### config.mk
export PLATFORM = sky130hd
export DESIGN_NAME = bmp_ctrl
export DESIGN_NICKNAME = d
export VERILOG_FILES = /design/src/hw/rtl/bmp_pkg.sv /design/src/hw/rtl/bmp_ctrl.sv
export SDC_FILE = /design/constraint.sdc
export NUM_CORES = 1
export LEC_CHECK = 0
export ABC_CLOCK_PERIOD_IN_PS = 3400
export BUFFER_PORTS_ARGS = -buffer_cell sky130_fd_sc_hd__buf_2
export CAP_MARGIN = 40
export CORE_MARGIN = 4
export CORE_UTILIZATION = 40
export DETAILED_ROUTE_END_ITERATION = 7
export PLACE_DENSITY = 0.68
export SYNTH_ARGS = -nofsm -noshare
export SYNTH_HDL_FRONTEND = slang
export SYNTH_SLANG_ARGS = --single-unit
### constraint.sdc
create_clock -name clk -period 3.4 [get_ports clk]
set_input_delay 0.34 -clock clk [delete_from_list [all_inputs] [get_ports clk]]
set_output_delay 0.34 -clock clk [all_outputs]
set_load 0.01 [all_outputs]
### src/hw/rtl/bmp_pkg.sv
// ----------------------------------------------------------------------------
// Boolean matrix product package
// Shared command codes, transaction types and the command and status groups
// that join the controller to the datapath.
// ----------------------------------------------------------------------------
package bmp_pkg;

  // Command codes carried in the cmd field of an input transaction.
  localparam logic [2:0] CMD_CLEAR   = 3'd0;
  localparam logic [2:0] CMD_LEFT    = 3'd1;
  localparam logic [2:0] CMD_EDGE    = 3'd2;
  localparam logic [2:0] CMD_RIGHT   = 3'd3;
  localparam logic [2:0] CMD_COMPUTE = 3'd4;

  // One input transaction.
  typedef struct packed {
    logic [2:0] cmd;
    logic [5:0] row_index;
    logic [5:0] col_index;
  } in_item_t;

  // One result transaction: a single row of the product.
  typedef struct packed {
    logic [5:0]  out_row;
    logic [63:0] row_bits;
    logic        last_row;
  } out_item_t;

  // Commands from the controller to the datapath.
  typedef struct packed {
    logic capture;    // latch row and column of the accepted transaction
    logic clear;      // invalidate every row of both matrices
    logic mem_rd;     // read the row to be updated
    logic mem_wr;     // write the row back with the new bit set
    logic use_right;  // the update targets the right matrix
    logic swap;       // mirrored half of an edge: row and column exchanged
    logic i_clr;      // restart the product at row 0
    logic i_inc;      // move on to the next product row
    logic row_start;  // read the left row, clear accumulator and sweep count
    logic sweep;      // read one right row and advance the sweep count
    logic out_load;   // load the finished row into the output register
  } dp_cmd_t;

  // Status from the datapath to the controller.
  typedef struct packed {
    logic in_ok;      // both indices of the offered transaction are in range
    logic k_last;     // sweep count is on the last right row
    logic i_last;     // product row count is on the last row
    logic out_free;   // output register can take a new row this cycle
  } dp_status_t;

endpackage

### src/hw/rtl/bmp_ctrl.sv
// ----------------------------------------------------------------------------
// Boolean matrix product controller
// Sequences bit updates as read-modify-write pairs and walks the product one
// row at a time, sweeping the right matrix for each row.
// ----------------------------------------------------------------------------
module bmp_ctrl (
  input  logic                 clk,
  input  logic                 rst_n,
  input  logic                 in_valid,
  input  logic [2:0]           cmd_code,
  output logic                 in_stall,
  input  bmp_pkg::dp_status_t  sts,
  output bmp_pkg::dp_cmd_t     ctl
);
  import bmp_pkg::*;

  typedef enum logic [3:0] {
    ST_IDLE,
    ST_L1_RD,
    ST_L1_WR,
    ST_L2_RD,
    ST_L2_WR,
    ST_R_RD,
    ST_R_WR,
    ST_C_ROW,
    ST_C_SWEEP,
    ST_C_DRAIN,
    ST_C_EMIT
  } state_t;

  state_t state_r, state_nxt;
  logic   edge_r, edge_nxt;
  logic   accept;

  assign in_stall = (state_r != ST_IDLE);
  assign accept   = in_valid && !in_stall;

  // Next state and commands to the datapath.
  always_comb begin
    state_nxt = state_r;
    edge_nxt  = edge_r;
    ctl       = '0;
    case (state_r)
      ST_IDLE: begin
        if (accept) begin
          case (cmd_code)
            CMD_CLEAR: begin
              ctl.clear = 1'b1;
            end
            CMD_LEFT: begin
              if (sts.in_ok) begin
                ctl.capture = 1'b1;
                edge_nxt    = 1'b0;
                state_nxt   = ST_L1_RD;
              end
            end
            CMD_EDGE: begin
              if (sts.in_ok) begin
                ctl.capture = 1'b1;
                edge_nxt    = 1'b1;
                state_nxt   = ST_L1_RD;
              end
            end
            CMD_RIGHT: begin
              if (sts.in_ok) begin
                ctl.capture = 1'b1;
                state_nxt   = ST_R_RD;
              end
            end
            CMD_COMPUTE: begin
              ctl.i_clr = 1'b1;
              state_nxt = ST_C_ROW;
            end
            default: begin
              state_nxt = ST_IDLE;
            end
          endcase
        end
      end
      ST_L1_RD: begin
        ctl.mem_rd = 1'b1;
        state_nxt  = ST_L1_WR;
      end
      ST_L1_WR: begin
        ctl.mem_wr = 1'b1;
        state_nxt  = edge_r ? ST_L2_RD : ST_IDLE;
      end
      ST_L2_RD: begin
        ctl.mem_rd = 1'b1;
        ctl.swap   = 1'b1;
        state_nxt  = ST_L2_WR;
      end
      ST_L2_WR: begin
        ctl.mem_wr = 1'b1;
        ctl.swap   = 1'b1;
        state_nxt  = ST_IDLE;
      end
      ST_R_RD: begin
        ctl.mem_rd    = 1'b1;
        ctl.use_right = 1'b1;
        state_nxt     = ST_R_WR;
      end
      ST_R_WR: begin
        ctl.mem_wr    = 1'b1;
        ctl.use_right = 1'b1;
        state_nxt     = ST_IDLE;
      end
      ST_C_ROW: begin
        ctl.row_start = 1'b1;
        state_nxt     = ST_C_SWEEP;
      end
      ST_C_SWEEP: begin
        ctl.sweep = 1'b1;
        if (sts.k_last) begin
          state_nxt = ST_C_DRAIN;
        end
      end
      ST_C_DRAIN: begin
        // The final right row is folded into the accumulator this cycle.
        state_nxt = ST_C_EMIT;
      end
      ST_C_EMIT: begin
        if (sts.out_free) begin
          ctl.out_load = 1'b1;
          if (sts.i_last) begin
            state_nxt = ST_IDLE;
          end else begin
            ctl.i_inc = 1'b1;
            state_nxt = ST_C_ROW;
          end
        end
      end
      default: begin
        state_nxt = ST_IDLE;
      end
    endcase
  end

  // State register.
  always_ff @(posedge clk) begin
    if (!rst_n) begin
      state_r <= ST_IDLE;
      edge_r  <= 1'b0;
    end else begin
      state_r <= state_nxt;
      edge_r  <= edge_nxt;
    end
  end

endmodule

==> results of run 1 <==
## area by class of cell
type	count	area, µm²	share of cell area [%]
multi-input cells	60	378	59.2
flip-flops and latches	5	100	15.7
clock buffers	4	26.3	4.12
well taps	14	17.5	2.75
repair buffers	21	105	16.5
inverters	3	11.3	1.76
## layer usage
| layer | routed length (µm) | global-route usage [%] |
|---|---|---|
| met2 | 582 | 21.2 |
| met5 | 0 | 0 |
| met4 | 36 | 10.8 |
| met1 | 631 | 20.2 |
| met3 | 38 | 1.63 |
## power groups by stage
| stage | clock, mW | combinational [mW] | sequential, mW |
|---|---|---|---|
| after floorplan | 0 | 0.0514 | 0.0643 |
| after global placement | 0 | 0.0583 | 0.0713 |
| after detailed placement | 0 | 0.0577 | 0.0717 |
| after CTS | 0.0727 | 0.0580 | 0.0706 |
| after global routing | 0.0740 | 0.0641 | 0.0717 |
| final | 0.0700 | 0.0577 | 0.0708 |
## final timing paths
check	cells past startpoint	endpoint	slack, ns	from
worst max register to register	4	state_r[1]$_SDFFE_PN0P_	1.65	state_r[1]$_SDFFE_PN0P_
worst min register to register	2	edge_r$_SDFFE_PN0P_	0.51	edge_r$_SDFFE_PN0P_
worst max-delay path	3	ctl[10]	1.26	state_r[1]$_SDFFE_PN0P_
worst min-delay path	2	state_r[3]$_SDFFE_PN0P_	0.35	rst_n
## registers in the layout, indices dropped and copies added, names as in the netlist
register  count
edge_r        1
state_r       4
## cells by family (layout without fill, tap and decap cells)
| group | Yosys count | after routing | synth area share [%] |
|---|---|---|---|
| AOI/OAI and AO/OA | 21 | 21 | 28.5 |
| xor gates and xnor gates | 3 | 3 | 4.94 |
| buffers and inverters | 10 | 28 | 10.1 |
| DFF | 5 | 5 | 18.8 |
| and+or+nand+nor | 36 | 36 | 37.6 |
## through the flow
stage / area, µm² / util (%)
floorplan: 532 / -
global placement: 612 / 52.2
detailed placement: 612 / 52.2
CTS: 638 / 54.5
global route: 638 / 54.5
finish: 638 / 54.5
## cell usage in the layout (no fill, tap or decap)
cell type and instances:
sky130_fd_sc_hd__nand2_1 6, sky130_fd_sc_hd__nor2_1 9, sky130_fd_sc_hd__a21boi_1 1, sky130_fd_sc_hd__a31o_2 1, sky130_fd_sc_hd__nand4_1 1, sky130_fd_sc_hd__xnor2_1 3
sky130_fd_sc_hd__o21ai_0 1, sky130_fd_sc_hd__o211a_1 1, sky130_fd_sc_hd__buf_2 21, sky130_fd_sc_hd__clkbuf_4 3, sky130_fd_sc_hd__nor3_2 1, sky130_fd_sc_hd__nor3b_1 1
sky130_fd_sc_hd__a221o_1 1, sky130_fd_sc_hd__o41ai_1 1, sky130_fd_sc_hd__a31oi_1 2, sky130_fd_sc_hd__nor4b_2 1, sky130_fd_sc_hd__nand3_1 4, sky130_fd_sc_hd__nor3_1 5
sky130_fd_sc_hd__and3b_1 1, sky130_fd_sc_hd__clkbuf_1 1, sky130_fd_sc_hd__a21o_1 1, sky130_fd_sc_hd__o221a_1 1, sky130_fd_sc_hd__o22ai_1 1, sky130_fd_sc_hd__o2bb2ai_1 1
sky130_fd_sc_hd__a211oi_1 1, sky130_fd_sc_hd__nor4b_1 1, sky130_fd_sc_hd__inv_1 3, sky130_fd_sc_hd__and3_1 2, sky130_fd_sc_hd__or4_4 1, sky130_fd_sc_hd__nor4_1 1
sky130_fd_sc_hd__a21oi_1 5, sky130_fd_sc_hd__nand2b_1 2, sky130_fd_sc_hd__dfxtp_1 5, sky130_fd_sc_hd__o21a_1 2, sky130_fd_sc_hd__o21bai_1 1
## cells in the mapped netlist (all sizes together)
library cell and n:
a221o 1, nor3 6, o21a 2, inv 3, a211oi 1, nand4 1, buf 4, a31o 1
o21ai 1, a31oi 2, a21boi 1, o21bai 1, clkbuf 3, nor4 1, dfxtp 5, xnor2 3
and3 2, and3b 1, nand2b 2, o2bb2ai 1, a21oi 5, o211a 1, nor4b 2, nand3 4
o41ai 1, nor3b 1, a21o 1, nand2 6, nor2 9, or4 1, o22ai 1, o221a 1
==> impl_results.html, run 1 <==
<table>
<tr><th>Metric</th><th>Value</th></tr>
<tr><th colspan="2">Run status</th></tr>
<tr><td>Result of the run</td><td>completed</td></tr>
<tr><th colspan="2">Timing</th></tr>
<tr><td>Post-layout minimum cycle time</td><td>2.14 ns</td></tr>
<tr><td>Worst rel slew slack</td><td>60.0%</td></tr>
<tr><td>Final TNS setup</td><td>0 ns</td></tr>
<tr><td>PnR worst setup slack</td><td>1.26 ns</td></tr>
<tr><td>Setup repair after global routing missed its margin</td><td>false</td></tr>
<tr><td>Slew at the pin closest to its max-slew limit</td><td>~0.6 ns</td></tr>
<tr><td>Ratio of final minimum period to clock period</td><td>62.8%</td></tr>
<tr><td>Worst hold margin</td><td>approximately 0.35 ns</td></tr>
<tr><td>Final hold violation count</td><td>0</td></tr>
<tr><td>Final Max Tran Viols</td><td>0</td></tr>
<tr><td>Max frequency</td><td>around 0.47 GHz</td></tr>
<tr><td>Clk_skew</td><td>0.00858 ns</td></tr>
<tr><td>Setup Viol. Count Final</td><td>0</td></tr>
<tr><th colspan="2">Placed design</th></tr>
<tr><td>Worst setup slack before clock tree synthesis</td><td>1.52 ns</td></tr>
<tr><td>Total of buffers placed on input and output ports</td><td>21</td></tr>
<tr><td>Total instance count after detailed placement</td><td>slightly above 100</td></tr>
<tr><td>Final estimated routing congestion in global placement</td><td>approximately 0.8</td></tr>
<tr><td>Placed wire-length estimate after detailed placement</td><td>981 µm</td></tr>
<tr><th colspan="2">Power</th></tr>
<tr><td>Combinational cell fraction of total power</td><td>just under 30%</td></tr>
<tr><td>Cell-internal power</td><td>0.132 mW</td></tr>
<tr><td>Share of total power consumed by net switching</td><td>33.5%</td></tr>
<tr><td>Static Leakage</td><td>0.307 nW</td></tr>
<tr><td>Total power divided by cell area</td><td>311 nW/µm²</td></tr>
<tr><td>Clock share of power</td><td>35.3%</td></tr>
<tr><td>VDD IR max</td><td>292 µV</td></tr>
<tr><td>Overall power</td><td>0.199 mW</td></tr>
<tr><td>Switch Pwr</td><td>0.0664 mW</td></tr>
<tr><td>Part of the total power dissipated in sequential elements</td><td>35.7%</td></tr>
<tr><th colspan="2">Yosys</th></tr>
<tr><td>Synth Warn #</td><td>0</td></tr>
<tr><td>Proportion of synthesized chip area in sequential cells</td><td>18.8%</td></tr>
<tr><td>Cell types occupying the most area after synthesis</td><td>sky130_fd_sc_hd__dfxtp_1, sky130_fd_sc_hd__nor2_1, sky130_fd_sc_hd__xnor2_1, sky130_fd_sc_hd__a21oi_1, sky130_fd_sc_hd__nor3_1</td></tr>
<tr><td>Library cells used by synthesis</td><td>36</td></tr>
<tr><td>Number of cells produced by synthesis</td><td>75</td></tr>
<tr><td>Number of nets produced by synthesis</td><td>85</td></tr>
<tr><td>Mean area per synthesized cell</td><td>~7 µm²</td></tr>
<tr><td>Library cell occupying the most area in the post-synthesis netlist</td><td>sky130_fd_sc_hd__dfxtp_1</td></tr>
<tr><td>Post-synthesis cell area</td><td>532 µm²</td></tr>
<tr><td>Yosys top cell area share</td><td>18.8%</td></tr>
<tr><td>Register bit total from synthesis</td><td>5</td></tr>
<tr><th colspan="2">Setup path</th></tr>
<tr><td>Worst setup path category</td><td>flop to output pin</td></tr>
<tr><td>Worst setup EP type</td><td>output pin</td></tr>
<tr><td>Combined buffer and inverter count along the critical path</td><td>1</td></tr>
<tr><td>Critical path cell sequence</td><td>or4_4, nor4_1, buf_2</td></tr>
<tr><td>Crit path max-delay cell type</td><td>sky130_fd_sc_hd__or4_4</td></tr>
<tr><td>Data required time at the worst endpoint</td><td>approximately 3.1 ns</td></tr>
<tr><td>Cell family contributing the most delay on the critical path</td><td>simple AND/OR/NAND/NOR gates</td></tr>
<tr><td>Nature of the critical path startpoint</td><td>flop</td></tr>
<tr><td>Largest fanout of any net on the critical path</td><td>19</td></tr>
<tr><td>Critical Path AT</td><td>1.80 ns</td></tr>
<tr><td>Delay of the slowest critical-path stage</td><td>0.63 ns</td></tr>
<tr><th colspan="2">Drt</th></tr>
<tr><td>Remaining antenna violation count after routing</td><td>0</td></tr>
<tr><td>First drt pass iteration count</td><td>4</td></tr>
<tr><td>Starting DRC count in detailed routing</td><td>14</td></tr>
<tr><td>Total detailed-routing wirelength</td><td>1.29 mm</td></tr>
<tr><td>Remaining routing DRC violations</td><td>0</td></tr>
<tr><td>Vias per cell</td><td>roughly 5.6</td></tr>
<tr><td>Routed WL per cell</td><td>12.0 µm</td></tr>
<tr><td>Via count of the routed design</td><td>between 500 and 600</td></tr>
<tr><th colspan="2">CTS</th></tr>
<tr><td>Later-pin clock latency in the skew report</td><td>0.25 ns</td></tr>
<tr><td>CTS sink count</td><td>5</td></tr>
<tr><td>CTS Hold Buffers Added</td><td>0</td></tr>
<tr><td>Clock transition at the registers of the reported paths</td><td>0.05 ns</td></tr>
<tr><td>CTS tree</td><td>yes</td></tr>
<tr><td>Setup repair bufs after CTS</td><td>0</td></tr>
<tr><td>H-tree level count</td><td>1</td></tr>
<tr><td>Clk root buf</td><td>sky130_fd_sc_hd__clkbuf_4</td></tr>
<tr><td>Number of buffers on the longest clock path</td><td>2</td></tr>
<tr><td>Clock buffers created by TritonCTS</td><td>3</td></tr>
<tr><td>CTS resizes</td><td>0</td></tr>
<tr><th colspan="2">GRT</th></tr>
<tr><td>First-pass GRT wire length</td><td>2.21 mm</td></tr>
<tr><td>Total global routing overflow</td><td>0</td></tr>
<tr><td>Number of global-route vias before repair</td><td>507</td></tr>
<tr><td>All-layer global routing usage</td><td>14.9%</td></tr>
<tr><td>Initial antenna violation count</td><td>0</td></tr>
<tr><td>Pin count of the biggest net entering global routing</td><td>20</td></tr>
<tr><th colspan="2">Floorplanning</th></tr>
<tr><td>Die height</td><td>44.5 µm</td></tr>
<tr><td>Standard-cell row count</td><td>12</td></tr>
<tr><td>Area of the core</td><td>~1200 µm²</td></tr>
<tr><td>Floorplan die area</td><td>1980 µm²</td></tr>
<tr><td>Die Span X</td><td>between 40 and 50 µm</td></tr>
<tr><td>Total I/O pin count</td><td>22</td></tr>
<tr><td>Effective utilization at floorplan</td><td>45.4%</td></tr>
<tr><th colspan="2">Layout</th></tr>
<tr><td>Antenna Cells</td><td>0</td></tr>
<tr><td>Nets</td><td>around 100</td></tr>
<tr><td>Non-Filler Instances</td><td>107</td></tr>
<tr><td>Fraction of final layout cells sized beyond drive strength 1</td><td>30.1%</td></tr>
<tr><td>Fill cell total of the finished layout</td><td>112</td></tr>
<tr><td>Area growth syn-to-layout</td><td>20.0%</td></tr>
<tr><th colspan="2">Min path</th></tr>
<tr><td>HP Class</td><td>primary input to flop</td></tr>
<tr><th colspan="2">Flow run</th></tr>
<tr><td>Max cap viols</td><td>0</td></tr>
</table>
No activity file was read; power rests on OpenSTA's default activity.
==> inputs of run 2 (changes only) <==
--- a/config.mk
+++ b/config.mk
@@ -5,13 +5,13 @@
 export SDC_FILE = /design/constraint.sdc
 export NUM_CORES = 1
 export LEC_CHECK = 0
-export ABC_CLOCK_PERIOD_IN_PS = 3400
+export ABC_CLOCK_PERIOD_IN_PS = 1900
 export BUFFER_PORTS_ARGS = -buffer_cell sky130_fd_sc_hd__buf_2
 export CAP_MARGIN = 40
 export CORE_MARGIN = 4
 export CORE_UTILIZATION = 40
 export DETAILED_ROUTE_END_ITERATION = 7
-export PLACE_DENSITY = 0.68
+export PLACE_DENSITY = 0.71
 export SYNTH_ARGS = -nofsm -noshare
 export SYNTH_HDL_FRONTEND = slang
 export SYNTH_SLANG_ARGS = --single-unit
==> constraint.sdc (replaced) <==
create_clock -name clk -period 1.9 [get_ports clk]
set_input_delay 0.19 -clock clk [delete_from_list [all_inputs] [get_ports clk]]
set_output_delay 0.19 -clock clk [all_outputs]
set_load 0.01 [all_outputs]
==> impl_results.html, run 2 (synthesized netlist as in run 1, its figures left out) <==
<table>
<tr><th>Metric</th><th>Value</th></tr>
<tr><th colspan="2">Layout</th></tr>
<tr><td>Commonest non-fill, non-tap cells in the layout</td><td>sky130_fd_sc_hd__buf_2, sky130_fd_sc_hd__nor2_1, sky130_fd_sc_hd__buf_4</td></tr>
<tr><td>Final core utilization</td><td>59.6%</td></tr>
<tr><td>Leading registers by flop count</td><td>state_r: 4 flops, edge_r: 1 flops</td></tr>
<tr><td>Antenna Cells</td><td>0</td></tr>
<tr><td>Fill cell total of the finished layout</td><td>between 100 and 150</td></tr>
<tr><td>Most common cell after layout, fill and taps aside</td><td>sky130_fd_sc_hd__buf_2</td></tr>
<tr><td>Max FFs per register</td><td>4</td></tr>
<tr><td>Nets</td><td>111</td></tr>
<tr><td>Area growth syn-to-layout</td><td>31.3%</td></tr>
<tr><td>Fraction of final layout cells sized beyond drive strength 1</td><td>37.0%</td></tr>
<tr><td>Most flop-heavy register</td><td>state_r</td></tr>
<tr><th colspan="2">Drt</th></tr>
<tr><td>Routed WL per cell</td><td>13.3 µm</td></tr>
<tr><td>Starting DRC count in detailed routing</td><td>23</td></tr>
<tr><td>Remaining routing DRC violations</td><td>0</td></tr>
<tr><td>Via count of the routed design</td><td>~650</td></tr>
<tr><td>Vias per cell</td><td>5.71</td></tr>
<tr><td>First drt pass iteration count</td><td>4</td></tr>
<tr><td>Total detailed-routing wirelength</td><td>1.52 mm</td></tr>
<tr><td>Remaining antenna violation count after routing</td><td>0</td></tr>
<tr><th colspan="2">Power</th></tr>
<tr><td>VDD IR max</td><td>592 µV</td></tr>
<tr><td>Static Leakage</td><td>0.345 nW</td></tr>
<tr><td>Overall power</td><td>0.378 mW</td></tr>
<tr><td>Total power divided by cell area</td><td>541 nW/µm²</td></tr>
<tr><th colspan="2">Setup path</th></tr>
<tr><td>Crit path max-delay cell type</td><td>sky130_fd_sc_hd__or4_4</td></tr>
<tr><td>Data required time at the worst endpoint</td><td>approximately 1.7 ns</td></tr>
<tr><td>Worst setup EP type</td><td>output pin</td></tr>
<tr><td>End of the worst register-to-register path</td><td>edge_r$_SDFFE_PN0P_</td></tr>
<tr><td>Number of cells on the worst reg-to-reg path</td><td>5</td></tr>
<tr><td>Nature of the critical path startpoint</td><td>flop</td></tr>
<tr><td>Critical path cell sequence</td><td>or4_4, nor3_1, buf_2</td></tr>
<tr><td>Critical Path AT</td><td>~1.6 ns</td></tr>
<tr><td>Worst setup path category</td><td>flop to output pin</td></tr>
<tr><td>Reg2reg setup slack</td><td>~0.25 ns</td></tr>
<tr><td>Reg2reg start</td><td>state_r[0]$_SDFFE_PN0P_</td></tr>
<tr><td>Delay of the slowest critical-path stage</td><td>roughly 0.61 ns</td></tr>
<tr><td>Largest fanout of any net on the critical path</td><td>8</td></tr>
<tr><td>Cell family contributing the most delay on the critical path</td><td>simple AND/OR/NAND/NOR gates</td></tr>
<tr><td>Combined buffer and inverter count along the critical path</td><td>1</td></tr>
<tr><th colspan="2">GRT</th></tr>
<tr><td>Total global routing overflow</td><td>0</td></tr>
<tr><td>First-pass GRT wire length</td><td>~2.3 mm</td></tr>
<tr><td>Pin count of the biggest net entering global routing</td><td>16</td></tr>
<tr><td>Initial antenna violation count</td><td>0</td></tr>
<tr><td>Number of global-route vias before repair</td><td>538</td></tr>
<tr><td>All-layer global routing usage</td><td>about 15%</td></tr>
<tr><th colspan="2">Min path</th></tr>
<tr><td>Number of cells on the worst hold path</td><td>2</td></tr>
<tr><td>HP Class</td><td>primary input to flop</td></tr>
<tr><td>Worst Hold Path EP</td><td>state_r[3]$_SDFFE_PN0P_</td></tr>
<tr><td>HP Start</td><td>rst_n</td></tr>
<tr><th colspan="2">CTS</th></tr>
<tr><td>CTS tree</td><td>yes</td></tr>
<tr><td>H-tree level count</td><td>1</td></tr>
<tr><td>CTS sink count</td><td>5</td></tr>
<tr><td>Later-pin clock latency in the skew report</td><td>between 0.2 and 0.25 ns</td></tr>
<tr><td>Clk root buf</td><td>sky130_fd_sc_hd__clkbuf_4</td></tr>
<tr><td>Number of buffers on the longest clock path</td><td>2</td></tr>
<tr><td>Clock buffers created by TritonCTS</td><td>3</td></tr>
<tr><td>Clock transition at the registers of the reported paths</td><td>0.05 ns</td></tr>
<tr><th colspan="2">Timing</th></tr>
<tr><td>Post-layout minimum cycle time</td><td>about 1.8 ns</td></tr>
<tr><td>Slew at the pin closest to its max-slew limit</td><td>0.374 ns</td></tr>
<tr><td>Ratio of final minimum period to clock period</td><td>96.1%</td></tr>
<tr><td>Final hold violation count</td><td>0</td></tr>
<tr><td>Clk_skew</td><td>0.00605 ns</td></tr>
<tr><td>Max frequency</td><td>between 0.5 and 0.6 GHz</td></tr>
<tr><td>Setup Viol. Count Final</td><td>0</td></tr>
<tr><td>Worst rel slew slack</td><td>between 70% and 80%</td></tr>
<tr><td>Final Max Tran Viols</td><td>0</td></tr>
<tr><th colspan="2">Floorplanning</th></tr>
<tr><td>Die height</td><td>44.5 µm</td></tr>
<tr><td>Floorplan die area</td><td>1980 µm²</td></tr>
<tr><td>Area of the core</td><td>1170 µm²</td></tr>
<tr><td>Standard-cell row count</td><td>12</td></tr>
<tr><td>Effective utilization at floorplan</td><td>45.4%</td></tr>
<tr><td>Die Span X</td><td>between 40 and 50 µm</td></tr>
<tr><td>Total I/O pin count</td><td>22</td></tr>
<tr><th colspan="2">Placed design</th></tr>
<tr><td>Placed wire-length estimate after detailed placement</td><td>1.08 mm</td></tr>
<tr><td>Total of buffers placed on input and output ports</td><td>21</td></tr>
<tr><td>Final estimated routing congestion in global placement</td><td>0.775</td></tr>
<tr><th colspan="2">Run status</th></tr>
<tr><td>Result of the run</td><td>completed</td></tr>
<tr><th colspan="2">Flow run</th></tr>
<tr><td>Max cap viols</td><td>0</td></tr>
</table>
[run 2: cell types whose count changed in the layout (fill, tap and decap cells not counted)]
| cell | delta |
|---|---|
| sky130_fd_sc_hd__nor4_2 | +1 |
| sky130_fd_sc_hd__nor4_1 | -1 |
| sky130_fd_sc_hd__buf_4 | +7 |
| sky130_fd_sc_hd__dfxtp_2 | +1 |
| sky130_fd_sc_hd__dfxtp_1 | -1 |
[run 2: layout make-up]
| class | instances | area (µm²) | share of cell area (%) |
|---|---|---|---|
| clock buffers | 4 | 26.3 | 3.76 |
| inverters | 3 | 11.3 | 1.61 |
| multi-input cells | 60 | 384 | 55.0 |
| flip-flops and latches | 5 | 101 | 14.5 |
| well taps | 14 | 17.5 | 2.51 |
| repair buffers | 28 | 158 | 22.6 |
[run 2: repair_timing]
action,in CTS,in global routing
hold buffers,0,0
setup endpoints to repair,0,1
gates resized for setup,0,2
setup buffers,0,2
[run 2: stage by stage]
step	setup slack [ns]	std cells	TNS, ns	cell area [µm²]	hold WS, ns
after floorplan	0.237	75	0	532	0.307
after global placement	0.349	108	0	649	0.453
after detailed placement	0.326	108	0	649	0.467
after CTS	0.0547	112	0	676	0.219
after global routing	-0.0135	114	-0.0135	698	0.222
final	0.0745	114	0	698	0.214
[run 2: routing by layer]
metal | vias to the layer above | GRT usage (%) | wire [µm] | share of wire [%]
li1 | 326 | - | - | -
met1 | 303 | 19.5 | 674 | 44
met2 | 22 | 23.2 | 750 | 49
met3 | 0 | 5.69 | 92 | 6.1
met4 | 0 | 3.61 | 0 | 0
met5 | - | 0 | 0 | 0
[run 2: power breakdown]
part           switching (mW)  internal, mW  total, mW
clock network          0.0445        0.0794      0.124
logic                  0.0732        0.0616      0.135
registers             0.00813         0.111      0.119
total                   0.126         0.252      0.378
[run 2: worst max path at each step]
stage / endpoint / cells past startpoint / start / slack (ns)
after CTS: ctl[10] / 3 / state_r[0]$_SDFFE_PN0P_ / 0.05
final: ctl[9] / 3 / state_r[0]$_SDFFE_PN0P_ / 0.07
after floorplan: ctl[10] / 4 / state_r[1]$_SDFFE_PN0P_ / 0.24
after global placement: ctl[10] / 3 / state_r[0]$_SDFFE_PN0P_ / 0.35
after detailed placement: ctl[10] / 3 / state_r[0]$_SDFFE_PN0P_ / 0.33
after global routing: ctl[9] / 3 / state_r[0]$_SDFFE_PN0P_ / -0.01
